## src/sv/tcapq_pkg.sv

```systemverilog
// shared types and constants of the two-class aging packet queue
`default_nettype none
package tcapq_pkg;

	localparam int DEPTH_DEF = 16;
	localparam int CNT_W = 5;
	localparam int LEN_W = 11;
	localparam int BYTES_W = 15;
	localparam logic [15:0] MAX_LEN = 16'd1500;
	localparam logic [4:0] MAX_PKT_RST = 5'd16;
	localparam logic [31:0] MAX_DELAY_RST = 32'd10000000;

	localparam logic [2:0] ACT_ENQ = 3'd0;
	localparam logic [2:0] ACT_DEQ = 3'd1;
	localparam logic [2:0] ACT_PEEK = 3'd2;
	localparam logic [2:0] ACT_REMOVE = 3'd3;
	localparam logic [2:0] ACT_AGE = 3'd4;
	localparam logic [2:0] ACT_FLUSH = 3'd5;

	localparam logic [2:0] KIND_DONE = 3'd0;
	localparam logic [2:0] KIND_REJECT = 3'd1;
	localparam logic [2:0] KIND_GIVEN = 3'd2;
	localparam logic [2:0] KIND_EMPTY = 3'd3;
	localparam logic [2:0] KIND_DROP = 3'd4;

	localparam logic CFG_MAX_PACKETS = 1'b0;
	localparam logic CFG_MAX_DELAY = 1'b1;

	typedef struct packed {
		logic [15:0] id;
		logic [15:0] hdr;
		logic [LEN_W-1:0] len;
		logic [31:0] arr;
	} entry_t;

endpackage
`default_nettype wire

```

## src/sv/tcapq_mem.sv

```systemverilog
// entry memory: one write port, one read port with registered data
`default_nettype none
module tcapq_mem #(
	parameter int AW = 5
) (
	input  wire                  clk,
	input  wire                  we,
	input  wire [AW-1:0]         waddr,
	input  tcapq_pkg::entry_t    wdata,
	input  wire                  re,
	input  wire [AW-1:0]         raddr,
	output tcapq_pkg::entry_t    rdata
);

	tcapq_pkg::entry_t mem_q [2**AW];
	tcapq_pkg::entry_t rdata_q;

	always_ff @(posedge clk) begin
		if (we) begin
			mem_q[waddr] <= wdata;
		end
		if (re) begin
			rdata_q <= mem_q[raddr];
		end
	end

	assign rdata = rdata_q;

endmodule
`default_nettype wire

```

## src/sv/two_class_aging_packet_queue.sv

```systemverilog
// two-class fifo packet queue with aging drop, sequenced over one entry memory
// flush and bad codes go straight to the final step; each stored entry of a walked class takes
// a memory read, then evaluate and compact; enqueue walks data then control and then writes,
// dequeue and peek walk control then data and then read the head, remove and age walk one class
// one item at a time: in_stall holds new items until the sequencer is idle; result stalls hold it
// reset: counts, heads and byte total clear, limits take their defaults; memory is not reset
`default_nettype none
module two_class_aging_packet_queue #(
	parameter int DEPTH = tcapq_pkg::DEPTH_DEF
) (
	input  wire         clk,
	input  wire         arst_n,
	// item channel
	input  wire         in_valid,
	output logic        in_stall,
	input  wire  [2:0]  action,
	input  wire         is_control,
	input  wire  [15:0] packet_id,
	input  wire  [15:0] header_handle,
	input  wire  [15:0] packet_length,
	input  wire  [31:0] now,
	// result channel
	output logic        out_valid,
	input  wire         out_stall,
	output logic [2:0]  kind,
	output logic        out_class,
	output logic [15:0] out_packet_id,
	output logic [15:0] out_header,
	output logic [10:0] out_length,
	output logic [4:0]  data_count,
	output logic [4:0]  control_count,
	output logic [14:0] queued_bytes,
	output logic        last,
	// register write channel
	input  wire         cfg_valid,
	output logic        cfg_ready,
	input  wire         cfg_index,
	input  wire  [31:0] cfg_data
);

	localparam int AW = $clog2(2 * DEPTH);
	localparam int HW = (DEPTH > 1) ? $clog2(DEPTH) : 1;
	localparam int CW = tcapq_pkg::CNT_W;
	localparam int BW = tcapq_pkg::BYTES_W;

	typedef enum logic [2:0] {
		S_IDLE, S_START, S_RD, S_EV, S_END, S_FINAL, S_DRD, S_DEV
	} state_t;

	state_t state_q;

	// captured item
	logic [2:0]  act_q;
	logic        ctl_q;
	logic [15:0] pid_q;
	logic [15:0] hdr_q;
	logic [15:0] len_q;
	logic [31:0] now_q;

	// walk control: class walked, second class pending, remove mode
	logic          wcls_q;
	logic          two_q;
	logic          rmode_q;
	logic          found_q;
	logic [CW-1:0] k_q;
	logic [CW-1:0] w_q;
	logic [CW-1:0] lim_q;

	// queue state
	logic [CW-1:0] cnt_q  [2];
	logic [HW-1:0] head_q [2];
	logic [BW-1:0] bytes_q;
	logic [CW-1:0] maxp_q;
	logic [31:0]   maxd_q;

	// result register
	logic          out_valid_q;
	logic [2:0]    kind_q;
	logic          cls_q;
	logic [15:0]   oid_q;
	logic [15:0]   ohdr_q;
	logic [10:0]   olen_q;
	logic [CW-1:0] dcnt_q;
	logic [CW-1:0] ccnt_q;
	logic [BW-1:0] obytes_q;
	logic          last_q;

	// memory ports
	logic              mem_we;
	logic [AW-1:0]     mem_waddr;
	tcapq_pkg::entry_t mem_wdata;
	logic              mem_re;
	logic [AW-1:0]     mem_raddr;
	tcapq_pkg::entry_t rd;

	// ring position k of class c to a memory slot
	function automatic logic [AW-1:0] slot(input logic c, input logic [HW-1:0] head,
			input logic [CW-1:0] k);
		logic [HW:0] sum;
		logic [HW:0] r;
		sum = {1'b0, head} + (HW+1)'(k);
		r = (sum >= (HW+1)'(DEPTH)) ? sum - (HW+1)'(DEPTH) : sum;
		return c ? AW'(DEPTH) + AW'(r) : AW'(r);
	endfunction

	logic          out_free;
	logic [CW-1:0] limit;
	logic          expired;
	logic          drop_age;
	logic          hit;
	logic          keep;
	logic          enq_ok;

	// next-state of the counters, and the beat to emit
	logic [CW-1:0] cnt_d  [2];
	logic [HW-1:0] head_d [2];
	logic [BW-1:0] bytes_d;
	logic          emit_en;
	logic [2:0]    e_kind;
	logic          e_cls;
	logic [15:0]   e_id;
	logic [15:0]   e_hdr;
	logic [10:0]   e_len;
	logic          e_last;

	assign out_free = !out_valid_q || !out_stall;
	assign limit = (maxp_q < CW'(DEPTH)) ? maxp_q : CW'(DEPTH);
	assign expired = ({1'b0, rd.arr} + {1'b0, maxd_q}) <= {1'b0, now_q};
	assign drop_age = !rmode_q && expired;
	assign hit = rmode_q && !found_q && (rd.id == pid_q);
	assign keep = !drop_age && !hit;
	assign enq_ok = (len_q <= tcapq_pkg::MAX_LEN) && (cnt_q[ctl_q] < limit);

	tcapq_mem #(.AW(AW)) u_mem (
		.clk   (clk),
		.we    (mem_we),
		.waddr (mem_waddr),
		.wdata (mem_wdata),
		.re    (mem_re),
		.raddr (mem_raddr),
		.rdata (rd)
	);

	// memory access: walk reads, compaction writes, enqueue write, head read
	always_comb begin
		mem_re = 1'b0;
		mem_raddr = slot(wcls_q, head_q[wcls_q], k_q);
		mem_we = 1'b0;
		mem_waddr = slot(wcls_q, head_q[wcls_q], w_q);
		mem_wdata = rd;
		if (state_q == S_RD) begin
			mem_re = 1'b1;
		end
		if (state_q == S_DRD) begin
			mem_re = 1'b1;
			mem_raddr = slot(ctl_q, head_q[ctl_q], '0);
		end
		if (state_q == S_EV && keep && (w_q != k_q)) begin
			mem_we = 1'b1;
		end
		if (state_q == S_FINAL && out_free && act_q == tcapq_pkg::ACT_ENQ && enq_ok) begin
			mem_we = 1'b1;
			mem_waddr = slot(ctl_q, head_q[ctl_q], cnt_q[ctl_q]);
			mem_wdata.id = pid_q;
			mem_wdata.hdr = hdr_q;
			mem_wdata.len = len_q[10:0];
			mem_wdata.arr = now_q;
		end
	end

	// counter updates and result beat
	always_comb begin
		cnt_d = cnt_q;
		head_d = head_q;
		bytes_d = bytes_q;
		emit_en = 1'b0;
		e_kind = tcapq_pkg::KIND_DONE;
		e_cls = ctl_q;
		e_id = '0;
		e_hdr = '0;
		e_len = '0;
		e_last = 1'b1;
		unique case (state_q)
			S_EV: begin
				if ((drop_age && out_free) || hit) begin
					cnt_d[wcls_q] = cnt_q[wcls_q] - CW'(1);
					if (!wcls_q) begin
						bytes_d = bytes_q - BW'(rd.len);
					end
				end
				if (drop_age && out_free) begin
					// aged entry leaves; report it with the counts after removal
					emit_en = 1'b1;
					e_kind = tcapq_pkg::KIND_DROP;
					e_cls = wcls_q;
					e_id = rd.id;
					e_len = rd.len;
					e_last = 1'b0;
				end
			end
			S_FINAL: begin
				if (out_free) begin
					emit_en = 1'b1;
					case (act_q) inside
						tcapq_pkg::ACT_ENQ: begin
							if (enq_ok) begin
								cnt_d[ctl_q] = cnt_q[ctl_q] + CW'(1);
								if (!ctl_q) begin
									bytes_d = bytes_q + BW'(len_q);
								end
							end else begin
								e_kind = tcapq_pkg::KIND_REJECT;
							end
						end
						tcapq_pkg::ACT_DEQ, tcapq_pkg::ACT_PEEK: begin
							// nonempty: head entry is fetched first
							if (cnt_q[ctl_q] == '0) begin
								e_kind = tcapq_pkg::KIND_EMPTY;
							end else begin
								emit_en = 1'b0;
							end
						end
						tcapq_pkg::ACT_REMOVE: begin
							e_kind = found_q ? tcapq_pkg::KIND_DONE : tcapq_pkg::KIND_EMPTY;
						end
						tcapq_pkg::ACT_AGE: begin
							e_kind = tcapq_pkg::KIND_DONE;
						end
						tcapq_pkg::ACT_FLUSH: begin
							cnt_d[0] = '0;
							cnt_d[1] = '0;
							head_d[0] = '0;
							head_d[1] = '0;
							bytes_d = '0;
						end
						default: begin
							e_kind = tcapq_pkg::KIND_REJECT;
						end
					endcase
				end
			end
			S_DEV: begin
				if (out_free) begin
					emit_en = 1'b1;
					e_kind = tcapq_pkg::KIND_GIVEN;
					e_id = rd.id;
					e_hdr = rd.hdr;
					e_len = rd.len;
					if (act_q == tcapq_pkg::ACT_DEQ) begin
						head_d[ctl_q] = (head_q[ctl_q] == HW'(DEPTH - 1)) ? '0
							: head_q[ctl_q] + HW'(1);
						cnt_d[ctl_q] = cnt_q[ctl_q] - CW'(1);
						if (!ctl_q) begin
							bytes_d = bytes_q - BW'(rd.len);
						end
					end
				end
			end
			default: begin
			end
		endcase
	end

	// sequencer, queue state and result register
	always_ff @(posedge clk or negedge arst_n) begin
		if (!arst_n) begin
			state_q <= S_IDLE;
			two_q <= 1'b0;
			rmode_q <= 1'b0;
			found_q <= 1'b0;
			wcls_q <= 1'b0;
			k_q <= '0;
			w_q <= '0;
			lim_q <= '0;
			cnt_q[0] <= '0;
			cnt_q[1] <= '0;
			head_q[0] <= '0;
			head_q[1] <= '0;
			bytes_q <= '0;
			maxp_q <= tcapq_pkg::MAX_PKT_RST;
			maxd_q <= tcapq_pkg::MAX_DELAY_RST;
			out_valid_q <= 1'b0;
		end else begin
			cnt_q <= cnt_d;
			head_q <= head_d;
			bytes_q <= bytes_d;
			// a new beat only goes in when the register is free
			if (emit_en) begin
				out_valid_q <= 1'b1;
				kind_q <= e_kind;
				cls_q <= e_cls;
				oid_q <= e_id;
				ohdr_q <= e_hdr;
				olen_q <= e_len;
				dcnt_q <= cnt_d[0];
				ccnt_q <= cnt_d[1];
				obytes_q <= bytes_d;
				last_q <= e_last;
			end else if (!out_stall) begin
				out_valid_q <= 1'b0;
			end
			if (cfg_valid && cfg_ready) begin
				unique case (cfg_index)
					tcapq_pkg::CFG_MAX_PACKETS: maxp_q <= cfg_data[CW-1:0];
					tcapq_pkg::CFG_MAX_DELAY: maxd_q <= cfg_data;
					default: begin
					end
				endcase
			end
			unique case (state_q)
				S_IDLE: begin
					if (in_valid) begin
						act_q <= action;
						ctl_q <= is_control;
						pid_q <= packet_id;
						hdr_q <= header_handle;
						len_q <= packet_length;
						now_q <= now;
						found_q <= 1'b0;
						rmode_q <= (action == tcapq_pkg::ACT_REMOVE);
						unique case (action) inside
							// enqueue ages data then control
							tcapq_pkg::ACT_ENQ: begin
								wcls_q <= 1'b0;
								two_q <= 1'b1;
								state_q <= S_START;
							end
							// dequeue and peek age control then data
							tcapq_pkg::ACT_DEQ, tcapq_pkg::ACT_PEEK: begin
								wcls_q <= 1'b1;
								two_q <= 1'b1;
								state_q <= S_START;
							end
							tcapq_pkg::ACT_REMOVE, tcapq_pkg::ACT_AGE: begin
								wcls_q <= is_control;
								two_q <= 1'b0;
								state_q <= S_START;
							end
							default: begin
								state_q <= S_FINAL;
							end
						endcase
					end
				end
				S_START: begin
					k_q <= '0;
					w_q <= '0;
					lim_q <= cnt_q[wcls_q];
					state_q <= (cnt_q[wcls_q] == '0) ? S_END : S_RD;
				end
				S_RD: begin
					state_q <= S_EV;
				end
				S_EV: begin
					// hold while a drop beat cannot be placed
					if (!(drop_age && !out_free)) begin
						if (hit) begin
							found_q <= 1'b1;
						end
						if (keep) begin
							w_q <= w_q + CW'(1);
						end
						k_q <= k_q + CW'(1);
						state_q <= (k_q + CW'(1) == lim_q) ? S_END : S_RD;
					end
				end
				S_END: begin
					if (two_q) begin
						two_q <= 1'b0;
						wcls_q <= !wcls_q;
						state_q <= S_START;
					end else begin
						state_q <= S_FINAL;
					end
				end
				S_FINAL: begin
					if (out_free) begin
						state_q <= emit_en ? S_IDLE : S_DRD;
					end
				end
				S_DRD: begin
					state_q <= S_DEV;
				end
				S_DEV: begin
					if (out_free) begin
						state_q <= S_IDLE;
					end
				end
				default: begin
					state_q <= S_IDLE;
				end
			endcase
		end
	end

	assign in_stall = (state_q != S_IDLE);
	assign cfg_ready = 1'b1;
	assign out_valid = out_valid_q;
	assign kind = kind_q;
	assign out_class = cls_q;
	assign out_packet_id = oid_q;
	assign out_header = ohdr_q;
	assign out_length = olen_q;
	assign data_count = dcnt_q;
	assign control_count = ccnt_q;
	assign queued_bytes = obytes_q;
	assign last = last_q;

endmodule
`default_nettype wire

```

## config.mk

```make
export PLATFORM = sky130hd
export DESIGN_NAME = two_class_aging_packet_queue
export DESIGN_NICKNAME = d
export VERILOG_FILES = /design/src/sv/tcapq_pkg.sv /design/src/sv/tcapq_mem.sv /design/src/sv/two_class_aging_packet_queue.sv
export SDC_FILE = /design/constraint.sdc
export NUM_CORES = 2
export LEC_CHECK = 0
export BUFFER_PORTS_ARGS = -buffer_cell sky130_fd_sc_hd__buf_2
export CAP_MARGIN = 5
export CORE_MARGIN = 2
export CORE_UTILIZATION = 25
export CTS_CLUSTER_SIZE = 16
export DETAILED_ROUTE_END_ITERATION = 10
export HOLD_SLACK_MARGIN = 0.03
export SETUP_SLACK_MARGIN = 0.3
export SLEW_MARGIN = 15
export SYNTH_ARGS = -nofsm -noshare
export SYNTH_HDL_FRONTEND = slang
export SYNTH_SLANG_ARGS = --single-unit
```

## constraint.sdc

```tcl
create_clock -name clk -period 21.5 [get_ports clk]
set_input_delay 1.075 -clock clk [delete_from_list [all_inputs] [get_ports clk]]
set_output_delay 1.075 -clock clk [all_outputs]
set_load 0.1 [all_outputs]
```

* Word level (Yosys, flattened, before mapping) *
Memory sizes are Yosys's and may differ from the RTL's. A register that Yosys moved wholly into a read port is not among the register bits.
Cells that the tools add are included.
W data, S select, Z words.

storage, ports and cells
  memory bits (writable) = 2400
  memories = 1
  input bits = 122
  output and inout bits = 76
  flip-flop bits (word level) = 250
  logic and storage cells = 286

memory list
  memory       depth  bits a word  rd ports  clocked after Yosys merged registers in  write ports  line             RTL
  u_mem.mem_q  32     75           1         1                                        1            tcapq_mem.sv:15  tcapq_pkg::entry_t mem_q [2**AW];

cells by class
  equal/unequal tests = 36
  multiplexer cells = 131
  magnitude comparators = 12
  $add $sub $neg = 20
  bitwise gates (word level) = 3
  reduce and logical (&&, ||, !) cells = 52

operator list
  kind                   count
  $mux W15               13
  $mux W5                22
  $mux W10               10
  $mux W75               1
  $mux W8                8
  $pmux W15 S3           1
  $add A32 B32 Y33       1
  $le A33 B32 Y1         1
  $mux W16               2
  $mux W4                8
  $pmux W16 S2           1
  $bwmux W10             3
  $mux W3                10
  $pmux W10 S3           1
  $mux W1                26
  $ne A2 B2 Y1 const B   12
  $pmux W3 S8            1
  $mux W11               2
  $pmux W11 S2           1
  $eq A3 B3 Y1 const B   7
  $add A5 B5 Y5 const A  4
  $pmux W5 S2            2
  $eq A3 B2 Y1 const B   6
  $eq A16 B16 Y1         1
  other kinds (46)       110

* Longest topological paths before layout *
  depth in word-level cells = 13
  depth in mapped cells = 26
  gate-level depth less buffers = 24

* By module *
From an unflattened synthesis, not the netlist that was laid out.

unflattened totals
  cell total of the unflattened synthesis = 5234
  area, all modules = 109103.4 um^2

modules (own cells, without submodules)
  module                        times used  sequential area each (um^2)  area each (um^2)  cells each
  tcapq_mem                     1           74321.3                      93225.7           3622
  two_class_aging_packet_queue  1           7053.0                       15877.7           1612

* Worst setup path after synthesis *
OpenSTA, ideal clock, no wires.

  kind = reg2reg
  start point = register u_mem.rdata[0] (netlist name)
  end point = memory u_mem.mem_q[27][0] (netlist name) (enable)
  arrival time = 9.609 ns
  setup time = 0.601 ns
  path buffers = 0
  stages on the path, launching flop included = 24
  setup slack = 11.290 ns
  data required time = 20.899 ns
  period minus slack after synthesis = 10.210 ns
  cells stage by stage = edfxtp_1 > ha_1 > inv_1 > fa_1 > nand2b_1 > a21oi_1 > o311a_1 > a21o_1 > a21bo_2 > a21o_1 > a21o_1 > a21o_1 > a21oi_1 > o211ai_1 > ha_1 > nand4_1 > nor4b_1 > nand3_1 > nor2_1 > o221a_2 > nor2_1 > a211oi_2 > a32oi_1 > nor3_1

on the way
  word-level cells in the longest chain between the ends = 11

RTL lines
  what                              line                                 RTL
  $add A32 B32 Y33                  two_class_aging_packet_queue.sv:128  assign expired = ({1'b0, rd.arr} + {1'b0, maxd_q}) <= {1'b0, now_q};
  $le A33 B32 Y1                    two_class_aging_packet_queue.sv:128
  $logic_and A1 B1 Y1               two_class_aging_packet_queue.sv:129  assign drop_age = !rmode_q && expired;
  $logic_not A1 Y1                  two_class_aging_packet_queue.sv:131  assign keep = !drop_age && !hit;
  $logic_and A1 B1 Y1               two_class_aging_packet_queue.sv:131
  $logic_and A1 B1 Y1 (2 in a row)  two_class_aging_packet_queue.sv:158  if (state_q == S_EV && keep && (w_q != k_q)) begin
  $mux W1                           two_class_aging_packet_queue.sv:158
  $mux W1                           two_class_aging_packet_queue.sv:161  if (state_q == S_FINAL && out_free && act_q == tcapq_pkg::ACT_ENQ && enq_ok) begin
  $mux W1                           tcapq_mem.sv:19                      if (we) begin
  $mux W1 (not written as such)     tcapq_mem.sv:20                      mem_q[waddr] <= wdata;
  end, declared                     tcapq_mem.sv:15

No other way between the ends.

* Worst setup path after layout *
  start point = register u_mem.rdata[0] (netlist name)
  end point = memory u_mem.mem_q[2][57] (netlist name) (enable)

on the way
  word-level cells in the longest chain between the ends = 11

RTL lines
  what                              line
  $add A32 B32 Y33                  two_class_aging_packet_queue.sv:128
  $le A33 B32 Y1                    two_class_aging_packet_queue.sv:128
  $logic_and A1 B1 Y1               two_class_aging_packet_queue.sv:129
  $logic_not A1 Y1                  two_class_aging_packet_queue.sv:131
  $logic_and A1 B1 Y1               two_class_aging_packet_queue.sv:131
  $logic_and A1 B1 Y1 (2 in a row)  two_class_aging_packet_queue.sv:158
  $mux W1                           two_class_aging_packet_queue.sv:158
  $mux W1                           two_class_aging_packet_queue.sv:161
  $mux W1                           tcapq_mem.sv:19
  $mux W1 (not written as such)     tcapq_mem.sv:20

No other way between the ends.

==> impl_results.md <==
- Non-filler cells, final: 12,400
- Sequential-to-total area share from yosys stat: roughly 74%
- Busiest layer in global routing: met2
- Placer Congestion: between 0.8 and 0.9
- Detailed router's first-iteration violation count: 6,295
- I/O Buffers: a little under 200
- Clk sinks: between 2,000 and 3,000
- Yosys warns: 0
- Met1 global-route usage: a little under a fifth
- Fmax achieved: between 100 and 150 MHz
- Final Hold Viols: 0
- CP endpoint: u_mem.mem_q[2][57]$_DFFE_PP_
- DRC: 0
- Via density: around 4.8
- Num rows: between 200 and 250
- Min-delay worst type: in -> async
- Critical Path Source: u_mem.rdata[0]$_DFFE_PP_
- # nets final: between 6,000 and 7,000
- Reg2Reg Depth: 26
- CP Class: reg -> reg
- Final Cycle Share: a little under 40%
- R2r endpoint: u_mem.mem_q[2][57]$_DFFE_PP_
- CP Capture Type: register
- Main flop type after synthesis: edfxtp_1
- Largest net degree at the start of global routing: approximately 150
- Crit-path slowest cell: buf_4
- Placed cells: 11,800
- Layout area overhead: 16.7%
- EDFF count, synth: around 2,600
- Crit Path Max Fanout: 50
- Syn Std Cell Area: between 100,000 and 150,000 µm²
- CTS H-tree lvls: 5
- R2R Setup Slk: around 13,000 ps
- Initial Util: 25.1%
- Cell leakage power: about 42 nW
- Via count: roughly 59,000
- CTS tree: built
- Clock Path Buffers: 4
- Clock Pin Slew Worst Setup and Hold Paths: 60 ps
- Initial antenna violation count: 46
- TritonCTS buffer count: just under 300
- Vias in the first global route: roughly 60,000
- Setup Skew: 77.7 ps
- Max-slew violation count: 0
- Final hold slack: between 150 and 200 ps
- Setup-failing EPs final: 0
- Area of placed instances: between 100,000 and 150,000 µm²
- Async SR Flop Fraction: roughly 3.4%
- Met3 GRT Util: under 10%
- Worst-margin pin slew: ~1200 ps
- Max transition margin: ~18%
- First-pass GRT wire length: approximately 440,000 µm
- Synthesized area per cell: 18.2 µm²
- Drt total wl: ~310,000 µm
- Period minus WS final: about 8300 ps
- CTS resizes: 0
- Synth Register Bits: about 2,700
- Routed Antenna Nets: 0
- I/O pin cnt: 198
- TNS Setup: 0 ps
- Hold Buf Count CTS: 0
- RSZ-0062 raised after global routing: no
- Die outline area: between 400,000 and 500,000 µm²
- Met2 GRT Util: between 20% and 30%
- GRT overflow: 0
- DR WL/cell: between 20 and 25 µm
- Mapped Cells: between 6,000 and 7,000
- Worst reg2reg path startpoint: u_mem.rdata[0]$_DFFE_PP_
- Syn Nets: 6,268
- Post-CTS setup repair buffer count: 0
- WP data arrival: 8740 ps
- Max cap viols: 0
- Startpoint types: register
- Pre-antenna DRT Iters: 6
- Post-route design area: 128,000 µm²
- Critical path's most frequent cell: a21o_1
- Number of distinct library cells after synthesis: 83
- DPL Wire Length: around 180,000 µm
- Status: finished clean
- Clk_lat worst skew: 910 ps
- Maximum vdd drop: ~0.00014 V
- Total GRT Usage: 13.5%
- Die W: ~670 µm
- Fillers: around 43,000
- Pwr Density: roughly 150 nW/µm²
- Share of layout cells above drive strength 1: a little under a quarter
- Core area: about 440,000 µm²
- Die H: approximately 670 µm
- Clock root cell: clkbuf_16
- Critical Path Max Stage Delay: 990 ps
- Data required, critical path: roughly 22,000 ps
[cells in the mapped netlist (75+ instances only)]
| master | n | area share, % |
|---|---|---|
| inv_1 | 83 | 0.28 |
| nand3_1 | 347 | 1.6 |
| buf_2 | 75 | 0.34 |
| mux4_2 | 600 | 12 |
| o21ai_0 | 210 | 0.96 |
| a21oi_1 | 110 | 0.50 |
| mux2i_1 | 75 | 0.68 |
| nor2_1 | 152 | 0.52 |
| ha_1 | 108 | 1.2 |
| clkbuf_1 | 156 | 0.53 |
| nand2_1 | 797 | 2.7 |
| edfxtp_1 | 2632 | 72 |
| dfrtp_1 | 84 | 1.9 |
[kinds of logic after synthesis]
kind of cell,Yosys count,share of synthesized area [%]
compound gates,499,2.80
xor+xnor,92,0.735
fa+ha+maj,114,1.34
buf+inv,384,1.42
flops,2725,74.2
mux,733,13.6
other cells,1,0.00342
simple gates,1484,5.92
[per-stage QoR]
step | utilization [%] | setup WS [ps] | power [mW]
3_3_place_gp | 27.1 | 13210 | 14.1
4_1_cts | 29.2 | 13200 | 19.2
6_report | 29.3 | 13240 | 19.0
2_1_floorplan | - | 11290 | 11.7
3_5_place_dp | 27.1 | 13220 | 14.2
5_1_grt | 29.3 | 12710 | 19.9
[layout by cell type, fill, tap and decap left out, types with 13 or more instances in the layout]
cell type and count:
a21o_1 38, a21oi_1 107, a31oi_1 13, and2_1 40, and3_1 15, buf_2 195
buf_4 144, bufinv_16 23, clkbuf_1 42, clkbuf_16 302, clkinv_1 67, clkinv_2 54
dfrtp_1 84, edfxtp_1 2632, ha_1 108, inv_1 83, mux2_2 57, mux2i_1 74
mux4_2 600, nand2_1 784, nand2b_1 13, nand3_1 347, nor2_1 122, nor2_4 31
nor3_1 34, nor4_1 19, o21ai_0 167, o21ai_2 27, xnor2_1 54, xor2_1 38
[registers in the layout, indices dropped and copies added, names as in the netlist, 15 cells and up]
| signal | cells |
|---|---|
| u_mem.mem_q | 2400 |
| u_mem.rdata | 75 |
| maxd_q | 32 |
| now_q | 32 |
| hdr_q | 16 |
| len_q | 16 |
| out_header | 16 |
| out_packet_id | 16 |
| pid_q | 16 |
| bytes_q | 15 |
| queued_bytes | 15 |
[worst min-delay path by stage]
stage,from,endpoint,slack (ps),depth (start not counted)
5_1_grt,arst_n,maxd_q[6]$_DFFE_PN0P_,180,1
4_1_cts,arst_n,maxd_q[8]$_DFFE_PN0P_,130,1
3_5_place_dp,maxp_q[3]$_DFFE_PN0P_,maxp_q[3]$_DFFE_PN0P_,500,1
6_report,arst_n,maxd_q[8]$_DFFE_PN0P_,180,1
2_1_floorplan,head_q[5]$_DFFE_PN0P_,head_q[5]$_DFFE_PN0P_,470,2
3_3_place_gp,head_q[5]$_DFFE_PN0P_,head_q[5]$_DFFE_PN0P_,490,2
[per-layer routing]
layer,up-vias,routed length [µm]
li1,24700,-
met1,31500,132000
met2,2402,147000
met3,465,21800
met4,12,7810
met5,-,75
[area by class of cell]
cell class | count | area [µm²] | share of cell area (%)
inverters | 83 | 312 | 0.243
flip-flops and latches | 2725 | 81400 | 63.6
clock inverters | 187 | 1780 | 1.39
repair buffers | 349 | 2250 | 1.76
multi-input cells | 2923 | 27300 | 21.4
well taps | 5757 | 7200 | 5.63
clock buffers | 348 | 7770 | 6.07
diodes | 6 | 15.0 | 0.0117
[critical path: cells and delay by family, from the launching register on]
family | cells | cell delay, ps
adders and majority gates | 3 | 740
DFF | 1 | 390
and+or+nand+nor | 8 | 2370
buffers and inverters | 3 | 1320
AOI/OAI and AO/OA | 12 | 2980
[power breakdown]
part	internal, mW	leakage (nW)	switching, mW
Combinational	2.37	12.9	4.54
Clock	2.88	4.66	2.12
Sequential	6.89	24.9	0.209
Total	12.1	42.4	6.87
Note: power is estimated with default switching activity, not from simulation.
